## src/rtl/aed_pkg.sv

```systemverilog
// Package for the ANSI escape decoder: parse modes, command codes, sequencer states.
// Used by ansi_escape_decoder; depends on nothing.
package aed_pkg;

    typedef enum logic [1:0] {
        MODE_GROUND = 2'd0,
        MODE_ESCAPE = 2'd1,
        MODE_CSI    = 2'd2
    } t_mode;

    typedef enum logic [4:0] {
        CMD_CHAR     = 5'd0,
        CMD_BELL     = 5'd1,
        CMD_BS       = 5'd2,
        CMD_TAB      = 5'd3,
        CMD_LF       = 5'd4,
        CMD_CR       = 5'd5,
        CMD_SAVE     = 5'd6,
        CMD_RESTORE  = 5'd7,
        CMD_RESET    = 5'd8,
        CMD_UP       = 5'd9,
        CMD_DOWN     = 5'd10,
        CMD_FWD      = 5'd11,
        CMD_BACK     = 5'd12,
        CMD_POS      = 5'd13,
        CMD_ERASE_D  = 5'd14,
        CMD_ERASE_L  = 5'd15,
        CMD_SHOW     = 5'd16,
        CMD_HIDE     = 5'd17,
        CMD_ATTR     = 5'd18
    } t_cmd;

    typedef enum logic [2:0] {
        ST_IDLE,     // waiting for an item
        ST_CLEAR,    // clearing the parameter memory after ESC [
        ST_DIGIT,    // read-modify-write of one parameter
        ST_FIN0,     // final byte: first parameter read back
        ST_FIN1,     // final byte: second parameter read back
        ST_SGR,      // walking the stored parameters
        ST_OUT       // result waits in the output register
    } t_state;

    localparam logic [7:0] C_ESC = 8'h1B;
    localparam logic [7:0] C_DEL = 8'h7F;
    localparam logic [15:0] C_SAT = 16'hFFFF;
    localparam logic [15:0] C_VIS = 16'd25;
    localparam logic [15:0] C_FG_EXT = 16'd38;
    localparam logic [15:0] C_BG_EXT = 16'd48;

endpackage

```

## src/rtl/ansi_escape_decoder.sv

```systemverilog
// ANSI escape decoder top level: byte parser around a parameter memory.
// Depends on aed_pkg.
//
//  channel | direction | fields
//  in      | input     | i_stream_byte
//  out     | output    | o_command, o_arg_first, o_arg_second, o_fore_code,
//          |           | o_back_code, o_underline_on, o_blink_on, o_reverse_on
//
// A plain byte with a result goes to ST_OUT; a digit is a memory read, then a write back.
// ESC [ clears the parameter memory in ST_CLEAR, one entry a cycle.
// A final byte reads back parameters in ST_FIN0 and ST_FIN1; SGR then walks them, one a cycle.
// Reset is synchronous; the parameter memory is cleared by the next ESC [ before any read.
// A result holds in the output register until taken; the next item is accepted only then.
module ansi_escape_decoder
    import aed_pkg::*;
#(
    parameter int MAX_PARAMS = 16
) (
    input  logic        i_clk,
    input  logic        i_rst_n,
    input  logic        i_valid,
    output logic        o_stall,
    input  logic [7:0]  i_stream_byte,
    output logic        o_valid,
    input  logic        i_stall,
    output logic [4:0]  o_command,
    output logic [15:0] o_arg_first,
    output logic [15:0] o_arg_second,
    output logic [4:0]  o_fore_code,
    output logic [4:0]  o_back_code,
    output logic        o_underline_on,
    output logic        o_blink_on,
    output logic        o_reverse_on
);

    localparam int AW = (MAX_PARAMS > 1) ? $clog2(MAX_PARAMS) : 1;
    localparam int CW = $clog2(MAX_PARAMS + 1);
    localparam logic [CW-1:0] CMAX = CW'(MAX_PARAMS);
    localparam logic [AW-1:0] ALAST = AW'(MAX_PARAMS - 1);

    // Parameter memory, one read and one write port, registered read.
    logic [15:0] r_mem [MAX_PARAMS];
    logic [15:0] r_rdata;
    logic [AW-1:0] rd_addr, wr_addr;
    logic        wr_en;
    logic [15:0] wr_data;

    always_ff @(posedge i_clk) begin
        if (wr_en) begin
            r_mem[wr_addr] <= wr_data;
        end
        r_rdata <= r_mem[rd_addr];
    end

    // Control and attribute registers.
    t_state r_state, n_state;
    t_mode  r_mode, n_mode;
    logic [CW-1:0] r_count, n_count;
    logic r_ovf, n_ovf, r_priv, n_priv;
    logic [7:0] r_byte, n_byte;
    logic [AW-1:0] r_idx, n_idx;
    logic [CW-1:0] r_walk, n_walk;
    logic [15:0] r_p0, n_p0;
    logic [3:0] r_fi, n_fi, r_bi, n_bi;
    logic r_fd, n_fd, r_bd, n_bd, r_bold, n_bold, r_ul, n_ul, r_bl, n_bl, r_rv, n_rv;
    t_cmd r_cmd, n_cmd;
    logic [15:0] r_a, n_a, r_b, n_b;
    logic [2:0] r_skip, n_skip;

    always_ff @(posedge i_clk) begin
        if (!i_rst_n) begin
            r_state <= ST_IDLE;
            r_mode  <= MODE_GROUND;
            r_count <= '0;
            r_ovf   <= 1'b0;
            r_priv  <= 1'b0;
            r_fi    <= '0;
            r_bi    <= '0;
            r_fd    <= 1'b1;
            r_bd    <= 1'b1;
            r_bold  <= 1'b0;
            r_ul    <= 1'b0;
            r_bl    <= 1'b0;
            r_rv    <= 1'b0;
        end else begin
            r_state <= n_state;
            r_mode  <= n_mode;
            r_count <= n_count;
            r_ovf   <= n_ovf;
            r_priv  <= n_priv;
            r_fi    <= n_fi;
            r_bi    <= n_bi;
            r_fd    <= n_fd;
            r_bd    <= n_bd;
            r_bold  <= n_bold;
            r_ul    <= n_ul;
            r_bl    <= n_bl;
            r_rv    <= n_rv;
        end
        r_byte <= n_byte;
        r_idx  <= n_idx;
        r_walk <= n_walk;
        r_p0   <= n_p0;
        r_cmd  <= n_cmd;
        r_a    <= n_a;
        r_b    <= n_b;
        r_skip <= n_skip;
    end

    // Digit arithmetic: value * 10 + digit, saturating.
    logic [19:0] dig_sum;
    assign dig_sum = {4'd0, r_rdata} * 20'd10 + {16'd0, r_byte[3:0] - 4'd0};

    // The SGR parameter read back this cycle.
    logic [15:0] sv;
    assign sv = r_rdata;

    logic [CW-1:0] walk_n;
    assign walk_n = (r_count == '0) ? CW'(1) : r_count;

    // Next state, memory control and result.
    always_comb begin
        n_state = r_state; n_mode = r_mode; n_count = r_count; n_ovf = r_ovf;
        n_priv = r_priv; n_byte = r_byte; n_idx = r_idx; n_walk = r_walk;
        n_p0 = r_p0; n_fi = r_fi; n_bi = r_bi; n_fd = r_fd; n_bd = r_bd;
        n_bold = r_bold; n_ul = r_ul; n_bl = r_bl; n_rv = r_rv;
        n_cmd = r_cmd; n_a = r_a; n_b = r_b; n_skip = r_skip;
        rd_addr = '0; wr_addr = r_idx; wr_en = 1'b0; wr_data = '0;

        case (r_state)
            ST_IDLE: begin
                if (i_valid) begin
                    n_byte = i_stream_byte;
                    n_a = '0;
                    n_b = '0;
                    case (r_mode)
                        MODE_ESCAPE: begin
                            n_mode = MODE_GROUND;
                            if (i_stream_byte == "[") begin
                                n_mode = MODE_CSI;
                                n_count = '0; n_ovf = 1'b0; n_priv = 1'b0;
                                n_idx = '0;
                                n_state = ST_CLEAR;
                            end else if (i_stream_byte == "7") begin
                                n_cmd = CMD_SAVE; n_state = ST_OUT;
                            end else if (i_stream_byte == "8") begin
                                n_cmd = CMD_RESTORE; n_state = ST_OUT;
                            end else if (i_stream_byte == "c") begin
                                n_fi = '0; n_bi = '0; n_fd = 1'b1; n_bd = 1'b1;
                                n_bold = 1'b0; n_ul = 1'b0; n_bl = 1'b0; n_rv = 1'b0;
                                n_cmd = CMD_RESET; n_state = ST_OUT;
                            end
                        end
                        MODE_CSI: begin
                            if (i_stream_byte >= "0" && i_stream_byte <= "9") begin
                                if (!r_ovf) begin
                                    if (r_count == '0) begin
                                        n_count = CW'(1);
                                        n_idx = '0;
                                    end else begin
                                        n_idx = (r_count > CMAX) ? ALAST
                                                                  : AW'(r_count - CW'(1));
                                    end
                                    rd_addr = n_idx;
                                    n_state = ST_DIGIT;
                                end
                            end else if (i_stream_byte == ";") begin
                                if (r_count == '0) begin
                                    n_count = (MAX_PARAMS > 1) ? CW'(2) : CW'(1);
                                    if (MAX_PARAMS <= 1) n_ovf = 1'b1;
                                end else if (r_count < CMAX) begin
                                    n_count = r_count + CW'(1);
                                end else begin
                                    n_ovf = 1'b1;
                                end
                            end else if (i_stream_byte == "?") begin
                                n_priv = 1'b1;
                            end else if (i_stream_byte >= 8'h40) begin
                                n_mode = MODE_GROUND;
                                rd_addr = '0;
                                n_state = ST_FIN0;
                            end
                        end
                        default: begin
                            n_mode = MODE_GROUND;
                            if (i_stream_byte == C_ESC) begin
                                n_mode = MODE_ESCAPE;
                            end else if (i_stream_byte < 8'h20) begin
                                n_state = ST_OUT;
                                case (i_stream_byte)
                                    8'h07: n_cmd = CMD_BELL;
                                    8'h08: n_cmd = CMD_BS;
                                    8'h09: n_cmd = CMD_TAB;
                                    8'h0A, 8'h0B, 8'h0C: n_cmd = CMD_LF;
                                    8'h0D: n_cmd = CMD_CR;
                                    default: n_state = ST_IDLE;
                                endcase
                            end else if (i_stream_byte != C_DEL) begin
                                n_cmd = CMD_CHAR;
                                n_a = {8'd0, i_stream_byte};
                                n_state = ST_OUT;
                            end
                        end
                    endcase
                end
            end

            // Clear one parameter entry a cycle.
            ST_CLEAR: begin
                wr_en = 1'b1; wr_addr = r_idx; wr_data = '0;
                if (r_idx == ALAST) begin
                    n_state = ST_IDLE;
                end else begin
                    n_idx = r_idx + AW'(1);
                end
            end

            // Write back the accumulated digit.
            ST_DIGIT: begin
                wr_en = 1'b1; wr_addr = r_idx;
                wr_data = (dig_sum > {4'd0, C_SAT}) ? C_SAT : dig_sum[15:0];
                n_state = ST_IDLE;
            end

            // First parameter arrives; fetch the second.
            ST_FIN0: begin
                n_p0 = (r_count == '0) ? 16'd0 : r_rdata;
                rd_addr = (MAX_PARAMS > 1) ? AW'(1) : '0;
                n_state = ST_FIN1;
            end

            // Second parameter arrives; decode the final byte.
            ST_FIN1: begin
                logic [15:0] p0d, p1d;
                p0d = (r_p0 == '0) ? 16'd1 : r_p0;
                p1d = (r_count < CW'(2) || MAX_PARAMS < 2 || r_rdata == '0)
                      ? 16'd1 : r_rdata;
                n_state = ST_OUT;
                case (r_byte)
                    "A": begin n_cmd = CMD_UP;   n_a = p0d; end
                    "B": begin n_cmd = CMD_DOWN; n_a = p0d; end
                    "C": begin n_cmd = CMD_FWD;  n_a = p0d; end
                    "D": begin n_cmd = CMD_BACK; n_a = p0d; end
                    "H", "f": begin
                        n_cmd = CMD_POS; n_a = p0d - 16'd1; n_b = p1d - 16'd1;
                    end
                    "J": begin n_cmd = CMD_ERASE_D; n_a = r_p0; end
                    "K": begin n_cmd = CMD_ERASE_L; n_a = r_p0; end
                    "s": n_cmd = CMD_SAVE;
                    "u": n_cmd = CMD_RESTORE;
                    "h": begin
                        n_cmd = CMD_SHOW;
                        if (!(r_priv && r_p0 == C_VIS)) n_state = ST_IDLE;
                    end
                    "l": begin
                        n_cmd = CMD_HIDE;
                        if (!(r_priv && r_p0 == C_VIS)) n_state = ST_IDLE;
                    end
                    "m": begin
                        n_cmd = CMD_ATTR;
                        n_walk = '0;
                        n_skip = '0;
                        rd_addr = '0;
                        n_state = ST_SGR;
                    end
                    default: n_state = ST_IDLE;
                endcase
            end

            // One stored parameter per cycle; r_walk is the index now read.
            ST_SGR: begin
                if (r_skip == 3'd7 && sv == 16'd5) begin
                    // 38/48 followed by 5: one palette index follows.
                    n_skip = 3'd1;
                end else if (r_skip == 3'd7 && sv == 16'd2) begin
                    // 38/48 followed by 2: three colour components follow.
                    n_skip = 3'd3;
                end else if (r_skip != '0 && r_skip != 3'd7) begin
                    n_skip = r_skip - 3'd1;
                end else begin
                    // A plain parameter, also the one after 38/48 when it is not 5 or 2.
                    n_skip = '0;
                    if (sv == 16'd0) begin
                        n_fi = '0; n_bi = '0; n_fd = 1'b1; n_bd = 1'b1;
                        n_bold = 1'b0; n_ul = 1'b0; n_bl = 1'b0; n_rv = 1'b0;
                    end else if (sv == 16'd1) n_bold = 1'b1;
                    else if (sv == 16'd22) n_bold = 1'b0;
                    else if (sv == 16'd4) n_ul = 1'b1;
                    else if (sv == 16'd24) n_ul = 1'b0;
                    else if (sv == 16'd5) n_bl = 1'b1;
                    else if (sv == 16'd25) n_bl = 1'b0;
                    else if (sv == 16'd7) n_rv = 1'b1;
                    else if (sv == 16'd27) n_rv = 1'b0;
                    else if (sv == 16'd39) n_fd = 1'b1;
                    else if (sv == 16'd49) n_bd = 1'b1;
                    else if (sv == C_FG_EXT || sv == C_BG_EXT) begin
                        if (sv == C_FG_EXT) n_fd = 1'b1; else n_bd = 1'b1;
                        n_skip = 3'd7;
                    end else if (sv >= 16'd30 && sv <= 16'd37) begin
                        n_fi = 4'(sv - 16'd30); n_fd = 1'b0;
                    end else if (sv >= 16'd90 && sv <= 16'd97) begin
                        n_fi = 4'(sv - 16'd82); n_fd = 1'b0;
                    end else if (sv >= 16'd40 && sv <= 16'd47) begin
                        n_bi = 4'(sv - 16'd40); n_bd = 1'b0;
                    end else if (sv >= 16'd100 && sv <= 16'd107) begin
                        n_bi = 4'(sv - 16'd92); n_bd = 1'b0;
                    end
                end
                if (r_walk + CW'(1) >= walk_n) begin
                    n_state = ST_OUT;
                end else begin
                    n_walk = r_walk + CW'(1);
                    rd_addr = n_walk[AW-1:0];
                end
            end

            ST_OUT: begin
                if (!i_stall) n_state = ST_IDLE;
            end

            default: n_state = ST_IDLE;
        endcase
    end

    // Outputs.
    assign o_stall = (r_state != ST_IDLE);
    assign o_valid = (r_state == ST_OUT);
    assign o_command = r_cmd;
    assign o_arg_first = r_a;
    assign o_arg_second = r_b;
    assign o_fore_code = r_fd ? (r_bold ? 5'd15 : 5'd16)
                              : {1'b0, (r_bold && !r_fi[3]) ? (r_fi | 4'd8) : r_fi};
    assign o_back_code = r_bd ? 5'd16 : {1'b0, r_bi};
    assign o_underline_on = r_ul;
    assign o_blink_on = r_bl;
    assign o_reverse_on = r_rv;

    // Assertions.
    a_count_bound: assert property (@(posedge i_clk) disable iff (!i_rst_n)
        r_count <= CMAX) else $error("parameter count beyond limit");
    a_out_hold: assert property (@(posedge i_clk) disable iff (!i_rst_n)
        (o_valid && i_stall) |=> (o_valid && $stable(o_command) && $stable(o_arg_first)))
        else $error("result changed while stalled");
    a_no_accept_busy: assert property (@(posedge i_clk) disable iff (!i_rst_n)
        (r_state == ST_DIGIT) |=> (r_state == ST_IDLE))
        else $error("digit write back took more than one cycle");
    a_clear_in_csi: assert property (@(posedge i_clk) disable iff (!i_rst_n)
        (r_state == ST_CLEAR) |-> (r_mode == MODE_CSI))
        else $error("memory clear outside CSI");

endmodule

```

## config.mk

```make
export PLATFORM = sky130hd
export DESIGN_NAME = ansi_escape_decoder
export DESIGN_NICKNAME = d
export VERILOG_FILES = /design/src/rtl/aed_pkg.sv /design/src/rtl/ansi_escape_decoder.sv
export SDC_FILE = /design/constraint.sdc
export NUM_CORES = 1
export LEC_CHECK = 0
export BUFFER_PORTS_ARGS = -buffer_cell sky130_fd_sc_hd__buf_4
export CAP_MARGIN = 20
export CELL_PAD_IN_SITES_DETAIL_PLACEMENT = 0
export CELL_PAD_IN_SITES_GLOBAL_PLACEMENT = 1
export CORE_MARGIN = 2
export CORE_UTILIZATION = 51
export DETAILED_ROUTE_END_ITERATION = 12
export PLACE_DENSITY_LB_ADDON = 0.1
export SLEW_MARGIN = 20
export SYNTH_ARGS = -nofsm -noshare
export SYNTH_HDL_FRONTEND = slang
export SYNTH_SLANG_ARGS = --single-unit
```

## constraint.sdc

```tcl
create_clock -name i_clk -period 4.4 [get_ports i_clk]
set_input_delay 0.44 -clock i_clk [delete_from_list [all_inputs] [get_ports i_clk]]
set_output_delay 0.44 -clock i_clk [all_outputs]
set_load 0.03 [all_outputs]
```

==> results.md, run 1 <==
- Worst Reg2Reg Path Length in Cells: 14
- Yosys warns: 0
- Routed wire length: 46200 um
- CP Cell Sequence: ha_1 > ha_1 > inv_1 > fa_1 > and2b_1 > o2111ai_1 > a21oi_1 > or4b_2 > nand4b_1 > nand4bb_1 > a41oi_1 > a211oi_2 > buf_12 > a21oi_1
- CTS root buf: clkbuf_16
- Number of synthesized flops with an enable pin: between 300 and 400
- Clock transition at the registers of the reported paths: approximately 0.060 ns
- Worst Setup Start Kind: flip-flop
- Routed vias: around 13000
- Fin area: 20900 um^2
- Initial core utilization: 0.519
- DRC viols: 0
- # hold bufs at CTS: 0
- Leak: about 7.3 nW
- Slew margin rel.: 0.297
- Reg power frac: 0.497
- Crit path DAT: 4.67 ns
- HP Class: input port to flip-flop
- Failing checks: negative setup slack
- Dpl hpwl: about 30000 um
- Synth Register Bits: approximately 370
- Commonest cells post-synth: 329 x edfxtp_1, 195 x nand2_1, 97 x nor2_1
- Ys async rst share: 0
- Max Clk Rate: ~220 MHz
- Outcome: finished, violations left
- Net Sw Power: ~2.3 mW
- P_int: about 6.5 mW
- Vias in the first global route: approximately 12000
- Synth Instances: between 1500 and 2000
- Pin count of the biggest net entering global routing: 83
- Critical path depth in cells: 14
- Critical path's top delay family: compound AO/OA/AOI/OAI gates
- DIE HEIGHT: between 150 and 200 um
- Clock sink total: 371
- Gpl congestion: 0.859
- Inst Count DP: between 2000 and 2500
- Logic pwr share: 0.136
- Deepest clock path buffer count: 3
- Fin crit share: 1.01
- Clock buffer count from CTS: 40
- Library cells used by synthesis: 89
- Syn Std Cell Area: between 15000 and 20000 um^2
- Min cycle time layout: 4.46 ns
- Synth area leaders: edfxtp_1 54%, dfxtp_1 4.6%, nand2_1 4.0%, ha_1 3.6%, mux2i_1 2.1%
- Vias per cell: 5.92
- Antenna Nets Post-Route: 0
- Grt ovf: 0
- Post-synth top flop: edfxtp_1
- IO buf count: 63
- Global-route wire length before repair: around 70000 um
- Top-count cell post-synth: edfxtp_1
- Critical path type: flip-flop to flip-flop
- Sw Share: 0.261
- Max-slew violation count: 0
- CTS tree: yes
- Total power divided by cell area: about 420 nW/um^2
- RSZ-0062 raised after global routing: true
- Worst path bufs/invs: 2
- Max cap viols: 0
- Post-Syn Nets: approximately 1700
- Clk_lat worst skew: between 0.5 and 0.6 ns
- Cell Count, Final, Fillers Out: around 2200
- Hold Vio Cnt, Final: 0
- Synthesis-to-layout area growth: 13.5%
- Initial antenna violation count: 1
- Ant. Diodes: 0
- Initial DRC count: roughly 1100
- Min setup slack post-route: -0.0585 ns
- WP data required: between 4 and 5 ns
- Clock power share: 0.367
- Placed instance area: between 15000 and 20000 um^2
- Proportion of netlist area held by the largest area contributor: 0.535
- Share of layout cells above drive strength 1: 0.145
- Fin Clk Skew: between 0.03 and 0.04 ns
- GRT Util Overall: 0.241
- Die area: 37700 um^2
- Final setup viols: 52
- NumNets Final: 1744
- Worst-margin pin slew: 1.06 ns
- Std-Cell Core Area: roughly 36000 um^2
- Slowest-stage cell, CP: a21oi_1
- Mean post-synth cell area: about 12 um^2
- # rows: just under 70
- Area leader, netlist: edfxtp_1
- Total power draw: slightly below 9 mW
- Router iterations before antenna repair: 5
- Register area share after synthesis: 0.581
- WHS Path Cells: 1
- Crit. End Element: flip-flop
- Chip width: a little under 200 um
- Highest net fanout along the worst path: 16
- Critical path's largest stage delay: 0.82 ns
- Worst vdd ir: 0.432 mV
- WL/cell: 21.3 um
- CTS H-Tree Depth: 2
- Io pins: 64
==> placed cells by master (no fill, tap or decap), types with 11 or more instances in the layout <==
cell type,n
a211oi_1,49
a21boi_0,12
a21o_1,12
a21oi_1,63
a21oi_2,11
a221o_1,18
a31oi_1,37
and2_1,56
and3_1,26
buf_4,118
clkbuf_16,40
dfxtp_1,42
edfxtp_1,329
ha_1,53
inv_1,49
mux2_2,16
mux2i_1,39
nand2_1,193
nand2b_1,12
nand3_1,30
nand4_1,15
nor2_1,97
nor2b_1,32
nor3_1,28
nor4_1,12
o21a_1,11
o21ai_0,60
o22ai_1,12
o32ai_1,15
or3_1,13
xnor2_1,26
xor2_1,18
==> what timing repair did <==
item | 4_1_cts | 5_1_grt
endpoints found under the setup margin | 44 | 204
gates cloned | 0 | 0
buffers inserted | 0 | 0
gates resized for setup | 1 | 3
==> power by group through the flow <==
stage | registers (mW) | clock network, mW | logic, mW
5_1_grt | 4.40 | 3.45 | 1.30
3_3_place_gp | 4.45 | 0 | 1.17
2_1_floorplan | 4.61 | 0 | 0.580
6_report | 4.38 | 3.24 | 1.20
4_1_cts | 4.38 | 3.30 | 1.20
3_5_place_dp | 4.45 | 0 | 1.20
==> per-layer routing <==
layer,vias up,share of wire,track usage
li1,6169,-,-
met1,6160,0.42,0.309
met2,437,0.49,0.421
met3,69,0.058,0.0393
met4,0,0.025,0.0727
met5,-,0,0
==> state kept, by name (all words and copies together) (netlist names), 4 cells and up <==
register      cells
o_arg_first      16
o_arg_second     16
o_command         5
r_bi              4
r_byte            8
r_count           5
r_fi              4
r_idx             4
r_mem           256
r_p0             16
r_rdata          16
r_walk            5
==> worst register-to-register path, stage by stage (launching register included) <==
cell and delay (ns):
dfxtp_1 0.33, ha_1 0.28, ha_1 0.21, inv_1 0.07, fa_1 0.19, and2b_1 0.20, o2111ai_1 0.23, a21oi_1 0.19
or4b_2 0.70, nand4b_1 0.20, nand4bb_1 0.15, a41oi_1 0.28, a211oi_2 0.09, buf_12 0.18, a21oi_1 0.82
==> worst paths after layout <==
check              startpoint            to  slack (ns)
min reg2reg           r_fi[3]       r_fi[3]        0.46
max                r_rdata[3]  r_mem[10][8]       -0.06
max reg2reg        r_rdata[3]  r_mem[10][8]       -0.06
min          i_stream_byte[0]     r_byte[0]        0.14
==> stage by stage <==
stage | utilization | worst slack [ns] | hold WS, ns | setup TNS (ns)
global route | 0.589 | -0.333 | 0.122 | -42.35
floorplan | - | 0.417 | 0.436 | 0
detailed placement | 0.552 | -0.0170 | 0.459 | -0.266
global placement | 0.552 | 0.140 | 0.448 | 0
CTS | 0.588 | -0.0109 | 0.117 | -0.184
finish | 0.589 | -0.0585 | 0.139 | -2.06
==> area by class of cell <==
cell class | count | area, um^2
Sequential cell | 371 | 10700
Inverter | 49 | 184
Timing Repair Buffer | 123 | 986
Fill cell | 2973 | 14600
Clock inverter | 18 | 180
Multi-Input combinational cell | 1091 | 7190
Clock buffer | 54 | 1100
Tap cell | 461 | 577
==> cells by family (layout without fill, tap and decap cells) <==
group	count (synthesis)	in the layout	synth area share
simple gates	573	573	0.159
flops	371	371	0.581
compound gates	362	362	0.136
buf+inv	139	244	0.0327
fa+ha+maj	57	57	0.0397
mux	55	55	0.0309
xor+xnor	44	44	0.0209
Power figures use the tool's default switching activity.
==> run 2: changes to the inputs <==
Settings changed: ABC_AREA set to 1, CORE_UTILIZATION 51 to 49.
==> results.md, run 2 <==
- Crit. End Element: flip-flop
- Routed vias: around 15000
- Top-count cell post-synth: nand2_1
- Io pins: 64
- Vias in the first global route: roughly 14000
- Synthesis-to-layout area growth: 12.8%
- Mean post-synth cell area: between 9 and 10 um^2
- Slowest-stage cell, CP: a21oi_2
- Initial DRC count: 1121
- Clock sink total: ~370
- Placed instance area: around 21000 um^2
- NumNets Final: 2303
- Most flops, register: r_mem
- Deepest clock path buffer count: 3
- WL/cell: between 15 and 20 um
- Global-route wire length before repair: 80900 um
- Critical path's largest stage delay: approximately 0.52 ns
- Area leader, netlist: edfxtp_1
- Total power draw: roughly 10 mW
- CTS tree: yes
- Leak: 9.01 nW
- Clock transition at the registers of the reported paths: approximately 0.06 ns
- Core Util, Final: 0.559
- CP Cell Sequence: ha_1 > ha_1 > inv_1 > fa_1 > nor2_2 > nand3_1 > a21oi_2 > nand3_2 > nor2_4 > nand2_2 > nor2_2 > nand2_1 > nand2_1 > nand2_1 > nand2_1 > nor2_4 > buf_12 > buf_4 > a21oi_2
- CTS root buf: clkbuf_16
- Worst Setup Start Kind: flip-flop
- Vias per cell: around 5.4
- Max cap viols: 0
- Fillers: about 3600
- Synth Instances: 2155
- Cell Count, Final, Fillers Out: about 2800
- Initial antenna violation count: 0
- Register area: ~11000 um^2
- HP Class: input port to flip-flop
- Chip width: roughly 200 um
- Fin Clk Skew: between 0.02 and 0.025 ns
- DIE HEIGHT: between 200 and 250 um
- Total power divided by cell area: 472 nW/um^2
- Setup TNS: 0 ns
- Fin area: ~22000 um^2
- Critical path type: flip-flop to flip-flop
- Post-synth top flop: edfxtp_1
- Routed wire length: approximately 53000 um
- Initial core utilization: 0.495
- Commonest non-fill, non-tap cells in the layout: 381 x nand2_1, 329 x edfxtp_1, 320 x inv_1
- Std-Cell Core Area: 39700 um^2
- Final setup viols: 0
- Commonest cells post-synth: 381 x nand2_1, 329 x edfxtp_1, 320 x inv_1
- Inst Count DP: around 2700
- Dpl hpwl: roughly 35000 um
- WP data required: around 4.7 ns
- Multi-input logic area: around 7400 um^2
- Clock buffer count from CTS: between 40 and 50
- Worst path bufs/invs: 3
- GRT Util Overall: 0.256
- Library cells used by synthesis: slightly below 60
- Yosys warns: 0
- Syn Std Cell Area: roughly 20000 um^2
- CTS H-Tree Depth: 2
- IO buf count: 63
- # hold bufs at CTS: 0
- Router iterations before antenna repair: 5
- Fin crit share: 0.908
- Number of flip-flops in the largest register: about 260
- Ys async rst share: 0
- RSZ-0062 raised after global routing: false
- CP most frequent cell: nand2_1
- Highest net fanout along the worst path: 16
- Outcome: finished clean
- Proportion of netlist area held by the largest area contributor: 0.502
- Slew margin rel.: 0.318
- DRC viols: 0
- Synth area leaders: edfxtp_1 50%, nand2_1 7.3%, inv_1 6.1%, nand3_1 4.9%, dfxtp_1 4.3%
- Grt ovf: 0
- # rows: between 70 and 80
- R2R Setup Slk: just over 0.4 ns
- Dpl ws: around 0.15 ns
- Min setup slack post-route: a little over 0.4 ns
- Max Clk Rate: 250 MHz
- Worst-margin pin slew: between 1 and 1.5 ns
- Die area: between 40000 and 50000 um^2
- Synth Register Bits: 371
- Hold WS: just over 0.08 ns
- Worst vdd ir: about 0.34 mV
- Clk_lat worst skew: between 0.5 and 0.6 ns
- Number of synthesized flops with an enable pin: 329
- Ant. Diodes: 0
- Min cycle time layout: between 3 and 4 ns
- Post-Syn Nets: approximately 2200
- Max-slew violation count: 0
- Hold Vio Cnt, Final: 0
- Register area share after synthesis: 0.545
- Share of layout cells above drive strength 1: 0.129
- Gpl congestion: ~0.9
- Pin count of the biggest net entering global routing: 81
- Critical path's top delay family: simple AND/OR/NAND/NOR gates
- Crit path DAT: about 4.3 ns
- Antenna Nets Post-Route: 0
- Most common cell after layout, fill and taps aside: nand2_1
-- run 2: cell types whose count changed in the layout (fill, tap and decap cells not counted), moves of 32 or more --
cell      delta
a211oi_1    -42
a21oi_1     +60
a31oi_1     -33
and2_1      -55
inv_1      +271
mux2i_1     -39
nand2_1    +188
nand3_1    +164
nor2_1      +80
nor2b_1     -32
o211ai_1    +60
o21ai_0     +40
o21ai_1     +33
-- run 2: logic make-up (layout without fill, tap and decap cells) --
kind of cell               Yosys count  in the layout  synth area share
xor gates and xnor gates            20             20           0.00890
buffers and inverters              413            524            0.0864
and+or+nand+nor                    914            914             0.210
adders and majority gates           56             56            0.0368
DFF                                371            371             0.545
AOI/OAI and AO/OA                  381            381             0.113
-- run 2: cell type report --
type,count,share of cell area
timing repair buffer,108,0.0388
sequential,371,0.483
inverter,342,0.0579
clock inverter,24,0.0109
tap,525,0.0296
multi-input combinational,1371,0.331
clock buffer,50,0.0487
-- run 2: worst paths after layout --
check	end	cells past startpoint	startpoint
worst max-delay path	r_mem[7][1]	19	r_rdata[3]
worst min-delay path	r_byte[7]	1	i_stream_byte[7]
worst max register to register	r_mem[7][1]	19	r_rdata[3]
worst min register to register	o_blink_on	2	o_blink_on
-- run 2: layer usage --
layer  global-route usage  up-vias  part of all wire
li1                     -     7504                 -
met1                0.340     7145              0.44
met2                0.444      379              0.49
met3               0.0292       70             0.044
met4               0.0745        0             0.026
met5                    0        -                 0
-- run 2: worst reg2reg max path: stages (launching register included) --
cell,delay [ns]
dfxtp_1,0.51
ha_1,0.31
ha_1,0.25
inv_1,0.08
fa_1,0.46
nor2_2,0.14
nand3_1,0.12
a21oi_2,0.21
nand3_2,0.15
nor2_4,0.17
nand2_2,0.09
nor2_2,0.10
nand2_1,0.06
nand2_1,0.05
nand2_1,0.04
nand2_1,0.09
nor2_4,0.05
buf_12,0.15
buf_4,0.16
a21oi_2,0.52
-- run 2: power by group --
| part | internal, mW | total [mW] | switching [mW] |
|---|---|---|---|
| Combinational | 0.725 | 2.55 | 1.82 |
| Clock | 1.99 | 3.38 | 1.39 |
| Sequential | 4.38 | 4.55 | 0.168 |
| Total | 7.10 | 10.5 | 3.38 |
-- run 2: what timing repair did --
| item | 4_1_cts | 5_1_grt |
|---|---|---|
| buffers inserted | 0 | 10 |
| hold endpoints to repair | 0 | 0 |
| endpoints found under the setup margin | 0 | 64 |
| resized for setup | 0 | 4 |
